<file path="src/rtl/core/jsu_pkg.sv">
// shared types, constants and helpers of the json string unescaper
package jsu_pkg;

  // width of the saturating length counters
  localparam int unsigned LEN_BITS = 16;
  // width of the length fields on the ports
  localparam int unsigned OUT_LEN_BITS = 16;
  // scratch width wide enough for any counter width
  localparam int unsigned EXT_BITS = 33;

  // character codes
  localparam logic [7:0] CH_NUL    = 8'h00;
  localparam logic [7:0] CH_QUOTE  = 8'h22;
  localparam logic [7:0] CH_BSLASH = 8'h5C;
  localparam logic [7:0] CH_SLASH  = 8'h2F;
  localparam logic [7:0] CH_SPACE  = 8'h20;
  localparam logic [7:0] CH_TAB    = 8'h09;
  localparam logic [7:0] CH_LF     = 8'h0A;
  localparam logic [7:0] CH_CR     = 8'h0D;
  localparam logic [7:0] CH_BS     = 8'h08;
  localparam logic [7:0] CH_FF     = 8'h0C;
  localparam logic [7:0] CH_LC_B   = 8'h62;
  localparam logic [7:0] CH_LC_F   = 8'h66;
  localparam logic [7:0] CH_LC_N   = 8'h6E;
  localparam logic [7:0] CH_LC_R   = 8'h72;
  localparam logic [7:0] CH_LC_T   = 8'h74;
  localparam logic [7:0] CH_U      = 8'h75;

  // result status codes
  localparam logic [2:0] ST_WORK    = 3'd0;
  localparam logic [2:0] ST_DONE    = 3'd1;
  localparam logic [2:0] ST_NOQUOTE = 3'd2;
  localparam logic [2:0] ST_BADESC  = 3'd3;
  localparam logic [2:0] ST_BADHEX  = 3'd4;
  localparam logic [2:0] ST_EOS     = 3'd5;

  // classified byte passed from front to back
  typedef struct packed {
    logic [7:0] raw;
    logic       is_nul;
    logic       is_quote;
    logic       is_bslash;
    logic       is_blank;
    logic       is_hex;
    logic       is_esc;     // simple escape letter
    logic       is_u;
    logic [7:0] esc_val;    // decoded byte of a simple escape
  } cls_item_t;

  typedef logic [LEN_BITS-1:0] len_t;

  // saturating increment
  function automatic len_t len_inc(input len_t c);
    len_t r;
    r = c;
    if (c != {LEN_BITS{1'b1}}) begin
      r = c + len_t'(1);
    end
    return r;
  endfunction

  // clamp a counter to the port width
  function automatic logic [OUT_LEN_BITS-1:0] len_show(input len_t c);
    logic [EXT_BITS-1:0] w;
    logic [EXT_BITS-1:0] lim;
    w   = EXT_BITS'(c);
    lim = EXT_BITS'({OUT_LEN_BITS{1'b1}});
    if (w > lim) begin
      return {OUT_LEN_BITS{1'b1}};
    end
    return w[OUT_LEN_BITS-1:0];
  endfunction

endpackage

</file>
<file path="src/rtl/core/jsu_front.sv">
// front end: accepts text bytes and classifies them
module jsu_front (
  input  logic              in_valid_i,
  input  logic [7:0]        in_byte_i,
  output logic              in_stall_o,
  input  logic              q_full_i,
  output logic              q_push_o,
  output jsu_pkg::cls_item_t q_item_o
);
  import jsu_pkg::*;

  logic is_dig;
  logic is_lo_hex;
  logic is_up_hex;

  // handshake toward the queue
  assign in_stall_o = q_full_i;
  assign q_push_o   = in_valid_i & ~q_full_i;

  // hex digit ranges
  assign is_dig    = (in_byte_i >= 8'h30) && (in_byte_i <= 8'h39);
  assign is_lo_hex = (in_byte_i >= 8'h61) && (in_byte_i <= 8'h66);
  assign is_up_hex = (in_byte_i >= 8'h41) && (in_byte_i <= 8'h46);

  // byte classification
  always_comb begin
    q_item_o           = '0;
    q_item_o.raw       = in_byte_i;
    q_item_o.is_nul    = (in_byte_i == CH_NUL);
    q_item_o.is_quote  = (in_byte_i == CH_QUOTE);
    q_item_o.is_bslash = (in_byte_i == CH_BSLASH);
    q_item_o.is_blank  = (in_byte_i == CH_SPACE) || (in_byte_i == CH_TAB) ||
                         (in_byte_i == CH_LF) || (in_byte_i == CH_CR);
    q_item_o.is_hex    = is_dig | is_lo_hex | is_up_hex;
    q_item_o.is_u      = (in_byte_i == CH_U);
    unique case (in_byte_i) inside
      CH_QUOTE, CH_BSLASH, CH_SLASH: begin
        q_item_o.is_esc  = 1'b1;
        q_item_o.esc_val = in_byte_i;
      end
      CH_LC_B: begin
        q_item_o.is_esc  = 1'b1;
        q_item_o.esc_val = CH_BS;
      end
      CH_LC_F: begin
        q_item_o.is_esc  = 1'b1;
        q_item_o.esc_val = CH_FF;
      end
      CH_LC_N: begin
        q_item_o.is_esc  = 1'b1;
        q_item_o.esc_val = CH_LF;
      end
      CH_LC_R: begin
        q_item_o.is_esc  = 1'b1;
        q_item_o.esc_val = CH_CR;
      end
      CH_LC_T: begin
        q_item_o.is_esc  = 1'b1;
        q_item_o.esc_val = CH_TAB;
      end
      default: begin
        q_item_o.is_esc  = 1'b0;
        q_item_o.esc_val = 8'h00;
      end
    endcase
  end

endmodule

</file>
<file path="src/rtl/core/jsu_queue.sv">
// two-entry queue of classified items between front and back
module jsu_queue (
  input  logic               clk_i,
  input  logic               rst_ni,
  input  logic               push_i,
  input  jsu_pkg::cls_item_t push_item_i,
  output logic               full_o,
  input  logic               pop_i,
  output logic               nonempty_o,
  output jsu_pkg::cls_item_t pop_item_o
);
  import jsu_pkg::*;

  cls_item_t  mem_q [2];
  logic       wr_ptr_q, wr_ptr_d;
  logic       rd_ptr_q, rd_ptr_d;
  logic [1:0] cnt_q, cnt_d;

  assign full_o     = (cnt_q == 2'd2);
  assign nonempty_o = (cnt_q != 2'd0);
  assign pop_item_o = mem_q[rd_ptr_q];

  // pointer and fill count update
  always_comb begin
    wr_ptr_d = wr_ptr_q ^ push_i;
    rd_ptr_d = rd_ptr_q ^ pop_i;
    cnt_d    = cnt_q;
    if (push_i && !pop_i) begin
      cnt_d = cnt_q + 2'd1;
    end else if (pop_i && !push_i) begin
      cnt_d = cnt_q - 2'd1;
    end
  end

  // control registers
  always_ff @(posedge clk_i or negedge rst_ni) begin
    if (!rst_ni) begin
      wr_ptr_q <= 1'b0;
      rd_ptr_q <= 1'b0;
      cnt_q    <= 2'd0;
    end else begin
      wr_ptr_q <= wr_ptr_d;
      rd_ptr_q <= rd_ptr_d;
      cnt_q    <= cnt_d;
    end
  end

  // entry storage
  always_ff @(posedge clk_i) begin
    if (push_i) begin
      mem_q[wr_ptr_q] <= push_item_i;
    end
  end

endmodule

</file>
<file path="src/rtl/core/jsu_back.sv">
// back end: string decoding state machine, counters and result register
module jsu_back (
  input  logic                              clk_i,
  input  logic                              rst_ni,
  input  logic                              q_nonempty_i,
  input  jsu_pkg::cls_item_t                q_item_i,
  output logic                              q_pop_o,
  output logic                              res_valid_o,
  input  logic                              res_stall_i,
  output logic [7:0]                        out_byte_o,
  output logic                              out_valid_o,
  output logic [2:0]                        status_o,
  output logic [jsu_pkg::OUT_LEN_BITS-1:0]  content_length_o,
  output logic [jsu_pkg::OUT_LEN_BITS-1:0]  decoded_length_o
);
  import jsu_pkg::*;

  localparam logic [1:0] PH_WAIT = 2'd0;
  localparam logic [1:0] PH_STR  = 2'd1;
  localparam logic [1:0] PH_ESC  = 2'd2;
  localparam logic [1:0] PH_HEX  = 2'd3;

  logic [1:0] phase_q, phase_d;
  logic [1:0] hex_q, hex_d;
  len_t       raw_q, raw_d;
  len_t       dec_q, dec_d;
  logic       rv_q, rv_d;
  logic [7:0] ob_q, ob_d;
  logic       ov_q, ov_d;
  logic [2:0] st_q, st_d;
  logic [OUT_LEN_BITS-1:0] clen_q, clen_d;
  logic [OUT_LEN_BITS-1:0] dlen_q, dlen_d;
  logic       fire;
  logic       bump_raw;
  logic       clr;

  // take an item when the result slot is free or being emptied
  assign fire    = q_nonempty_i & (~rv_q | ~res_stall_i);
  assign q_pop_o = fire;

  // decode one byte
  always_comb begin
    phase_d  = phase_q;
    hex_d    = hex_q;
    st_d     = ST_WORK;
    ob_d     = 8'h00;
    ov_d     = 1'b0;
    bump_raw = 1'b0;
    clr      = 1'b0;
    unique case (phase_q)
      PH_WAIT: begin
        if (q_item_i.is_quote) begin
          clr     = 1'b1;
          phase_d = PH_STR;
        end else if (!q_item_i.is_blank) begin
          st_d = ST_NOQUOTE;
        end
      end
      PH_STR: begin
        if (q_item_i.is_nul) begin
          st_d    = ST_EOS;
          phase_d = PH_WAIT;
        end else if (q_item_i.is_quote) begin
          st_d    = ST_DONE;
          phase_d = PH_WAIT;
        end else if (q_item_i.is_bslash) begin
          bump_raw = 1'b1;
          phase_d  = PH_ESC;
        end else begin
          bump_raw = 1'b1;
          ob_d     = q_item_i.raw;
          ov_d     = 1'b1;
        end
      end
      PH_ESC: begin
        if (q_item_i.is_nul) begin
          st_d    = ST_EOS;
          phase_d = PH_WAIT;
        end else begin
          bump_raw = 1'b1;
          phase_d  = PH_STR;
          if (q_item_i.is_esc) begin
            ob_d = q_item_i.esc_val;
            ov_d = 1'b1;
          end else if (q_item_i.is_u) begin
            phase_d = PH_HEX;
            hex_d   = 2'd3;
          end else begin
            st_d    = ST_BADESC;
            phase_d = PH_WAIT;
          end
        end
      end
      PH_HEX: begin
        if (q_item_i.is_nul) begin
          st_d    = ST_EOS;
          phase_d = PH_WAIT;
        end else if (!q_item_i.is_hex) begin
          bump_raw = 1'b1;
          st_d     = ST_BADHEX;
          phase_d  = PH_WAIT;
        end else begin
          bump_raw = 1'b1;
          ob_d     = q_item_i.raw;
          ov_d     = 1'b1;
          if (hex_q == 2'd0) begin
            phase_d = PH_STR;
          end else begin
            hex_d = hex_q - 2'd1;
          end
        end
      end
      default: begin
        phase_d = PH_WAIT;
      end
    endcase
  end

  // counters
  always_comb begin
    raw_d = raw_q;
    dec_d = dec_q;
    if (clr) begin
      raw_d = '0;
      dec_d = '0;
    end else begin
      if (bump_raw) begin
        raw_d = len_inc(raw_q);
      end
      if (ov_d) begin
        dec_d = len_inc(dec_q);
      end
    end
    clen_d = len_show(raw_d);
    dlen_d = len_show(dec_d);
  end

  // result slot occupancy
  always_comb begin
    rv_d = rv_q;
    if (fire) begin
      rv_d = 1'b1;
    end else if (!res_stall_i) begin
      rv_d = 1'b0;
    end
  end

  // control state
  always_ff @(posedge clk_i or negedge rst_ni) begin
    if (!rst_ni) begin
      phase_q <= PH_WAIT;
      hex_q   <= 2'd0;
      raw_q   <= '0;
      dec_q   <= '0;
      rv_q    <= 1'b0;
    end else begin
      rv_q <= rv_d;
      if (fire) begin
        phase_q <= phase_d;
        hex_q   <= hex_d;
        raw_q   <= raw_d;
        dec_q   <= dec_d;
      end
    end
  end

  // result payload
  always_ff @(posedge clk_i) begin
    if (fire) begin
      ob_q   <= ob_d;
      ov_q   <= ov_d;
      st_q   <= st_d;
      clen_q <= clen_d;
      dlen_q <= dlen_d;
    end
  end

  assign res_valid_o      = rv_q;
  assign out_byte_o       = ob_q;
  assign out_valid_o      = ov_q;
  assign status_o         = st_q;
  assign content_length_o = clen_q;
  assign decoded_length_o = dlen_q;

endmodule

</file>
<file path="src/rtl/core/json_string_unescaper.sv">
// json string unescaper: one text byte in, one result item out per item
// an accepted byte is written into the queue, then decoded into the result register
// throughput: one item per cycle while the result output is not stalled; each byte needs a single decoder state update
// input stalls only when the two-entry queue is full
// reset (async, active low): waiting for an opening quote, length counters zero, queue and
// result slot empty
module json_string_unescaper (
  input  logic        clk_i,
  input  logic        rst_ni,
  input  logic        in_valid_i,
  output logic        in_stall_o,
  input  logic [7:0]  in_byte_i,
  output logic        res_valid_o,
  input  logic        res_stall_i,
  output logic [7:0]  out_byte_o,
  output logic        out_valid_o,
  output logic [2:0]  status_o,
  output logic [15:0] content_length_o,
  output logic [15:0] decoded_length_o
);
  import jsu_pkg::*;

  cls_item_t push_item;
  cls_item_t pop_item;
  logic      q_full;
  logic      q_push;
  logic      q_pop;
  logic      q_nonempty;

  // classify incoming bytes
  jsu_front u_front (
    .in_valid_i (in_valid_i),
    .in_byte_i  (in_byte_i),
    .in_stall_o (in_stall_o),
    .q_full_i   (q_full),
    .q_push_o   (q_push),
    .q_item_o   (push_item)
  );

  // decouple front and back
  jsu_queue u_queue (
    .clk_i       (clk_i),
    .rst_ni      (rst_ni),
    .push_i      (q_push),
    .push_item_i (push_item),
    .full_o      (q_full),
    .pop_i       (q_pop),
    .nonempty_o  (q_nonempty),
    .pop_item_o  (pop_item)
  );

  // decode and emit results
  jsu_back u_back (
    .clk_i            (clk_i),
    .rst_ni           (rst_ni),
    .q_nonempty_i     (q_nonempty),
    .q_item_i         (pop_item),
    .q_pop_o          (q_pop),
    .res_valid_o      (res_valid_o),
    .res_stall_i      (res_stall_i),
    .out_byte_o       (out_byte_o),
    .out_valid_o      (out_valid_o),
    .status_o         (status_o),
    .content_length_o (content_length_o),
    .decoded_length_o (decoded_length_o)
  );

endmodule
</file>
<file path="config.mk">
export PLATFORM = sky130hd
export DESIGN_NAME = json_string_unescaper
export DESIGN_NICKNAME = d
export VERILOG_FILES = /design/src/rtl/core/jsu_pkg.sv /design/src/rtl/core/jsu_front.sv /design/src/rtl/core/jsu_queue.sv /design/src/rtl/core/jsu_back.sv /design/src/rtl/core/json_string_unescaper.sv
export SDC_FILE = /design/constraint.sdc
export NUM_CORES = 1
export LEC_CHECK = 0
export BUFFER_PORTS_ARGS = -buffer_cell sky130_fd_sc_hd__buf_2
export CORE_UTILIZATION = 60
export CTS_CLUSTER_DIAMETER = 50
export CTS_CLUSTER_SIZE = 12
export DETAILED_ROUTE_END_ITERATION = 10
export PLACE_DENSITY = 0.8
export SYNTH_ARGS = -nofsm -noshare
export SYNTH_HDL_FRONTEND = slang
export SYNTH_SLANG_ARGS = --single-unit
export TNS_END_PERCENT = 20
</file>
<file path="constraint.sdc">
create_clock -name clk_i -period 4.1 [get_ports clk_i]
set_input_delay 0 -clock clk_i [delete_from_list [all_inputs] [get_ports clk_i]]
set_output_delay 0 -clock clk_i [all_outputs]
set_load 0.02 [all_outputs]
</file>
Word-level counts from Yosys, hierarchy flattened
Memory sizes are Yosys's and may differ from the RTL's.
Index checks and enable logic that the tools add are counted.
{ "op_classes": {"addsub": 5, "order_cmp": 6, "eq_ne": 29, "n_mux": 64, "n_bitwise": 10, "reduce_logical": 21} }
{ "op_table": {"columns": ["cell", "n"], "rows": [
  ["two-way mux 16 bit", 6],
  ["equality test 8 x 7 -> 1 bit (second input constant)", 7],
  ["two-way mux 8 bit", 7],
  ["case mux 8 bit (6 select lines)", 1],
  ["two-way mux 2 bit", 20],
  ["adder 16 x 1 -> 16 bit (second input constant)", 2],
  ["inequality test 16 bit (second input constant)", 2],
  ["equality test 8 x 4 -> 1 bit (second input constant)", 3],
  ["equality test 8 x 6 -> 1 bit (second input constant)", 3],
  ["case mux 8 bit (3 select lines)", 1],
  ["two-way mux 1 bit", 18],
  ["two-way mux 3 bit", 6],
  [">= comparator 8 x 7 -> 1 bit (second input constant)", 2],
  ["less-or-equal comparator 8 x 7 -> 1 bit (second input constant)", 2],
  ["inequality test 2 bit (second input constant)", 6],
  ["case mux 3 bit (4 select lines)", 1],
  [">= comparator 8 x 6 -> 1 bit (second input constant)", 1],
  ["less-or-equal comparator 8 x 6 -> 1 bit (second input constant)", 1],
  ["zero test 8 bit", 1],
  ["inequality test 4 bit (second input constant)", 2],
  ["case mux 2 bit (4 select lines)", 1],
  ["AND reduction 8 bit", 1],
  ["OR reduction 8 bit", 1],
  ["equality test 2 bit (second input constant)", 3],
  ["other kinds (19)", 37]
]} }
{ "word_totals": {"ff_bits": 85, "ramBits": 46, "input_bits": 12, "out_inout_bits": 46, "wordCells": 149, "mem_count": 1} }
{ "memory_table": {"columns": ["memory", "words", "width", "read_ports", "rd_ports_with_merged_regs", "wr", "line", "source"], "rows": [
  ["u_queue.mem_q", 2, 23, 1, 0, 1, "jsu_queue.sv:14", "cls_item_t mem_q [2];"]
]} }

Longest topological paths before layout
{ "logic_depth": {"depth_word": 7, "ltp_mapped": 9, "depth_no_buf": 7} }

Hierarchy
A second synthesis with hierarchy kept.
{ "hier_totals": {"hier_cells": 572, "hier_area_um2": 6703.9} }
{ "modules_own_cells": {"columns": ["module", "instances", "cells_per_inst", "area_per_inst_um2", "seq_area_each_um2"], "rows": [
  ["jsu_back", 1, 416, 4249.1, 2247.2],
  ["jsu_queue", 1, 89, 1963.1, 1481.4],
  ["jsu_front", 1, 67, 491.7, 0.0]
]} }

Worst setup path after synthesis
Ideal clock, no wire load.
{ "synth_path": {"path_kind": "flip-flop to flip-flop", "from": "register u_back.rv_q (netlist: u_back.res_valid_o)", "to": "register u_back.dec_q[5]", "setup_time_ns": 0.135, "arrival_ns": 2.805, "required_time_ns": 3.965, "path_slack_ns": 1.160, "path_stages_with_launch": 9, "path_buffers": 2, "period_less_slack_ns": 2.940, "path_cell_list": "dfrtp_1 nand2_1 o21ai_0 inv_1 clkbuf_1 buf_1 nand2_1 o311ai_1 o31ai_1"} }
{ "synth_between": {"elab_chain_len": 3} }
{ "synth_rtl": {"columns": ["element", "line", "source"], "rows": [
  ["start, declared", "jsu_back.sv:27", "logic rv_q, rv_d;"],
  ["start signal, assigned", "jsu_back.sv:157", "rv_q <= rv_d;"],
  ["NOT 1 bit", "jsu_back.sv:38", "assign fire = q_nonempty_i & (~rv_q | ~res_stall_i);"],
  ["OR 1 bit", "jsu_back.sv:38", null],
  ["bitwise AND 1 bit", "jsu_back.sv:38", null],
  ["named net q_pop", "json_string_unescaper.sv:27", "logic q_pop;"],
  ["end signal, assigned", "jsu_back.sv:154", "dec_q <= '0;"],
  ["end signal, assigned", "jsu_back.sv:162", "dec_q <= dec_d;"],
  ["end, declared", "jsu_back.sv:26", "len_t dec_q, dec_d;"]
]} }
The timed path passes the listed nets, and every way through them passes these cells.
A chain may end at the register's enable or synchronous reset.

Final worst setup path
{ "layout_path": {"from": "register u_queue.rd_ptr_q", "to": "register u_back.dlen_q[3] (netlist: u_back.decoded_length_o[3]) (data pin)"} }
{ "layout_between": {"elab_chain_len": 7, "word_cells_on_any_way": 13, "cone_classes": "mux: 12; memory: 1"} }
{ "layout_rtl": {"columns": ["element", "line", "source"], "rows": [
  ["start, declared", "jsu_queue.sv:16", "logic rd_ptr_q, rd_ptr_d;"],
  ["start signal, assigned", "jsu_queue.sv:43", "rd_ptr_q <= rd_ptr_d;"],
  ["memory read (2 x 23 bit) (*)", null, null],
  ["two-way mux 1 bit", "jsu_back.sv:66", "end else if (q_item_i.is_bslash) begin"],
  ["two-way mux 1 bit", "jsu_back.sv:63", "end else if (q_item_i.is_quote) begin"],
  ["two-way mux 1 bit", "jsu_back.sv:60", "if (q_item_i.is_nul) begin"],
  ["case mux 1 bit (3 select lines)", "jsu_back.sv:50", "unique case (phase_q)"],
  ["two-way mux 16 bit", "jsu_back.sv:130", "if (ov_d) begin"],
  ["two-way mux 16 bit (*)", "jsu_back.sv:123", "if (clr) begin"],
  ["named net u_back.dec_d[3]", "jsu_back.sv:26", null],
  ["end signal, assigned", "jsu_back.sv:174", "dlen_q <= dlen_d;"],
  ["end, declared", "jsu_back.sv:32", "logic [OUT_LEN_BITS-1:0] dlen_q, dlen_d;"]
]} }
The timed path passes the listed nets; every way through them passes the cells marked *.

==> metrics.txt <==
# resized after CTS=0; Die W=between 100 and 150 um; yosys warns=0; vias in the first global route=about 4600; Root Buffer=clkbuf_8; Clock Latency Late Sink=roughly 530 ps; post-synthesis mux area share=roughly 3.5%; Hold/Removal Path Class=input port to register; layout cells sized above 1=between 20% and 30%; H-tree lvl count=4; Final HPWL DP=roughly 9000 um; HP Start=in_valid_i; Post-Synth Adder-Cell Area=between 1 and 1.5%; TritonCTS Buffers=17; fin crit period=between 2000 and 3000 ps; vias per cell=~6.4; worst reg2reg endpoint=u_back.decoded_length_o[3]; Worst Path Buf+Inv=2; Pre-antenna DRT Iters=8; largest family of logic cells by synthesized area=compound AO/OA/AOI/OAI gates; clock sink count=131; Worst EP required=between 4000 and 5000 ps; post-route ant nets=0; Hold Vio Cnt, Final=0; Die Y=roughly 110 um; Yosys reg bits=131; drt total wl=~14000 um; Worst Path Class, Setup=register to register; ANT cells=0; R2R setup slack=~1100 ps; hold path cells=4; Post-synth EDFFs=90; fill cell count=roughly 760; Crit. End Element=register; grt ovf=0; Setup crit start kind=register; Port-buffer cells=57; core area=0.0108 sq mm; CP delay by family, top=simple AND/OR/NAND/NOR gates; Cell Pwr Density=around 700 mW/mm^2; DR DRC count=1; final worst-path cycle share=72.6%; first-pass GRT wire length=22600 um; highest clock rate=approximately 0.34 GHz; WP data arrival=roughly 3200 ps; Mapped Avg Cell Area=11.4 sq um; Critical-path top delay cell=and3_1; WHS Endpoint=u_queue.wr_ptr_q; xor/xnor cell area share of the yosys netlist=between 2 and 2.5%; Setup Buffers After CTS=0; RSZ-0062 raised after global routing=no; worst path cell trace=buf_4 -> mux2_1 -> nand4_1 -> and3_1 -> buf_4 -> o311ai_2 -> o21ai_0; fraction of registers with async set/reset=a little under a third; violated checks=design-rule violations; DR vias=between 5000 and 6000; Max Clock Skew=approximately 8.5 ps; LEAKAGE=~0.0030 uW; simple-gate share of the synthesized area=about 15%; Final Wtd Congestion=between 0.8 and 0.9; Wirelength per Cell=17.8 um; reg2reg path depth=7; total global-route track usage=approximately a quarter; initial antenna violation count=0; synth unique cells=74; CTS tree=built; Worst-Margin Slew=1080 ps; clk buf depth=2; critical path fanouts, max=30; mapped cell area=between 0.006 and 0.007 sq mm; most frequent CP cell=buf_4; cells after synthesis=approximately 580; final core utilization=between 70% and 80%; nets@finish=approximately 660; endpoints failing setup=0; Max Cap Viol=0; status=finished, violations left; row count=38; fin. max-slew vios=0; Reg clk slew, reported paths=around 60 ps; Starting Density=61.6%; # IOs=between 50 and 60; Final Power=roughly 5400 uW; Setup TNS Final=0 ps; Max IR drop VDD=around 0.33 mV; worst r2r src=u_queue.rd_ptr_q; die area=roughly 0.012 sq mm; CP max stage delay=about 470 ps; Seq/Total Area, Yosys=a little under three fifths; Synth Area in Compound Gates=between 15 and 20%; relative slew slack=~28%; initial DRC count=around 430; largest net degree at the start of global routing=between 40 and 50; most common flop cell mapped by yosys=edfxtp_1; Area Overhead vs Synth=15.1%
-- cell usage in the layout (no fill, tap or decap), types with 13 or more instances in the layout --
cell type,count
a21oi_1,23
inv_1,16
xnor2_1,13
o21ai_0,23
nand4_1,17
dfrtp_1,41
nor3_1,15
nand2_1,38
nor2_1,42
edfxtp_1,90
nand3_1,17
mux2i_1,21
buf_2,57
a31oi_1,14
clkbuf_16,16
-- cells by family (layout without fill, tap and decap cells) --
logic type / Yosys count / in the layout
buffers and inverters: 58 / 124
DFF: 131 / 131
muxes: 23 / 23
other: 1 / 2
xor gates and xnor gates: 16 / 16
AOI/OAI and AO/OA: 161 / 161
adders and majority gates: 6 / 6
and+or+nand+nor: 187 / 187
-- cells in the mapped netlist (6+ instances only) --
library cell / n / area (sq um)
and2_1: 6 / 37.5
a31oi_1: 14 / 87.6
o21a_1: 6 / 45.0
nand4_1: 17 / 106
a22o_1: 6 / 52.6
edfxtp_1: 90 / 2700
nand3_1: 17 / 85.1
o22ai_1: 11 / 68.8
buf_2: 13 / 65.1
mux2i_1: 21 / 210
a21oi_1: 23 / 115
or3_1: 11 / 68.8
nor2_1: 42 / 158
nor3_1: 16 / 80.1
o21ai_0: 24 / 120
clkbuf_1: 21 / 78.8
nand2_1: 38 / 143
inv_1: 17 / 63.8
dfrtp_1: 41 / 1030
xnor2_1: 13 / 114
a21o_1: 11 / 82.6
ha_1: 6 / 75.1
-- report_power, final --
| group | internal [uW] | switching (uW) |
|---|---|---|
| registers | 1880 | 222 |
| clock network | 876 | 587 |
| logic | 611 | 1210 |
-- worst min-delay path, stage by stage --
cell	delay [ps]
buf_2	70
nor2b_1	260
ha_1	170
inv_1	30
-- cell type report --
cell class	instances	area, sq um	area share [%]
clock buffer	19	422	5.49
clock inverter	13	151	1.97
inverter	17	63.8	0.830
multi-input combinational	395	2700	35.1
sequential	131	3730	48.5
tap	140	175	2.28
timing repair buffer	75	445	5.80
-- per-layer routing --
| metal | track usage, % | part of all wire (%) |
|---|---|---|
| met1 | 32.6 | 41 |
| met2 | 43.5 | 51 |
| met5 | 0 | 0 |
| met4 | 9.30 | 1.4 |
| met3 | 5.99 | 6.1 |
-- how the worst max path moves through the flow --
stage,start,to,slack [ps],cells past startpoint
2_1_floorplan,u_back.res_valid_o,u_back.dec_q[5],1160,8
3_3_place_gp,u_queue.rd_ptr_q,u_back.dec_q[3],1260,7
3_5_place_dp,u_queue.rd_ptr_q,u_back.decoded_length_o[3],1170,7
4_1_cts,u_queue.rd_ptr_q,u_back.decoded_length_o[4],1130,7
5_1_grt,u_queue.rd_ptr_q,u_back.decoded_length_o[4],920,7
6_report,u_queue.rd_ptr_q,u_back.decoded_length_o[3],1120,7
-- through the flow --
stage	hold slack (ps)	setup slack, ps	instances	instance area (sq um)
floorplan	-296	1160	584	6680
global placement	219	1260	748	7010
detailed placement	215	1170	748	7010
CTS	38.0	1130	790	7680
global route	74.9	921	790	7680
finish	42.6	1120	790	7680
-- state kept, by name (all words and copies together) (netlist names) --
register / flops
u_queue.mem_q: 46
u_queue.cnt_q: 2
u_back.content_length_o: 16
u_back.status_o: 3
u_back.hex_q: 2
u_queue.wr_ptr_q: 1
u_back.res_valid_o: 1
u_back.raw_q: 16
u_back.out_valid_o: 1
u_back.phase_q: 2
u_back.decoded_length_o: 16
u_queue.rd_ptr_q: 1
u_back.out_byte_o: 8
u_back.dec_q: 16
-- repair_timing --
action,in CTS,in global routing
endpoints found under the hold margin,76,0
endpoints found under the setup margin,0,0
hold buffers,10,0
(Power assumes the default switching activity.)
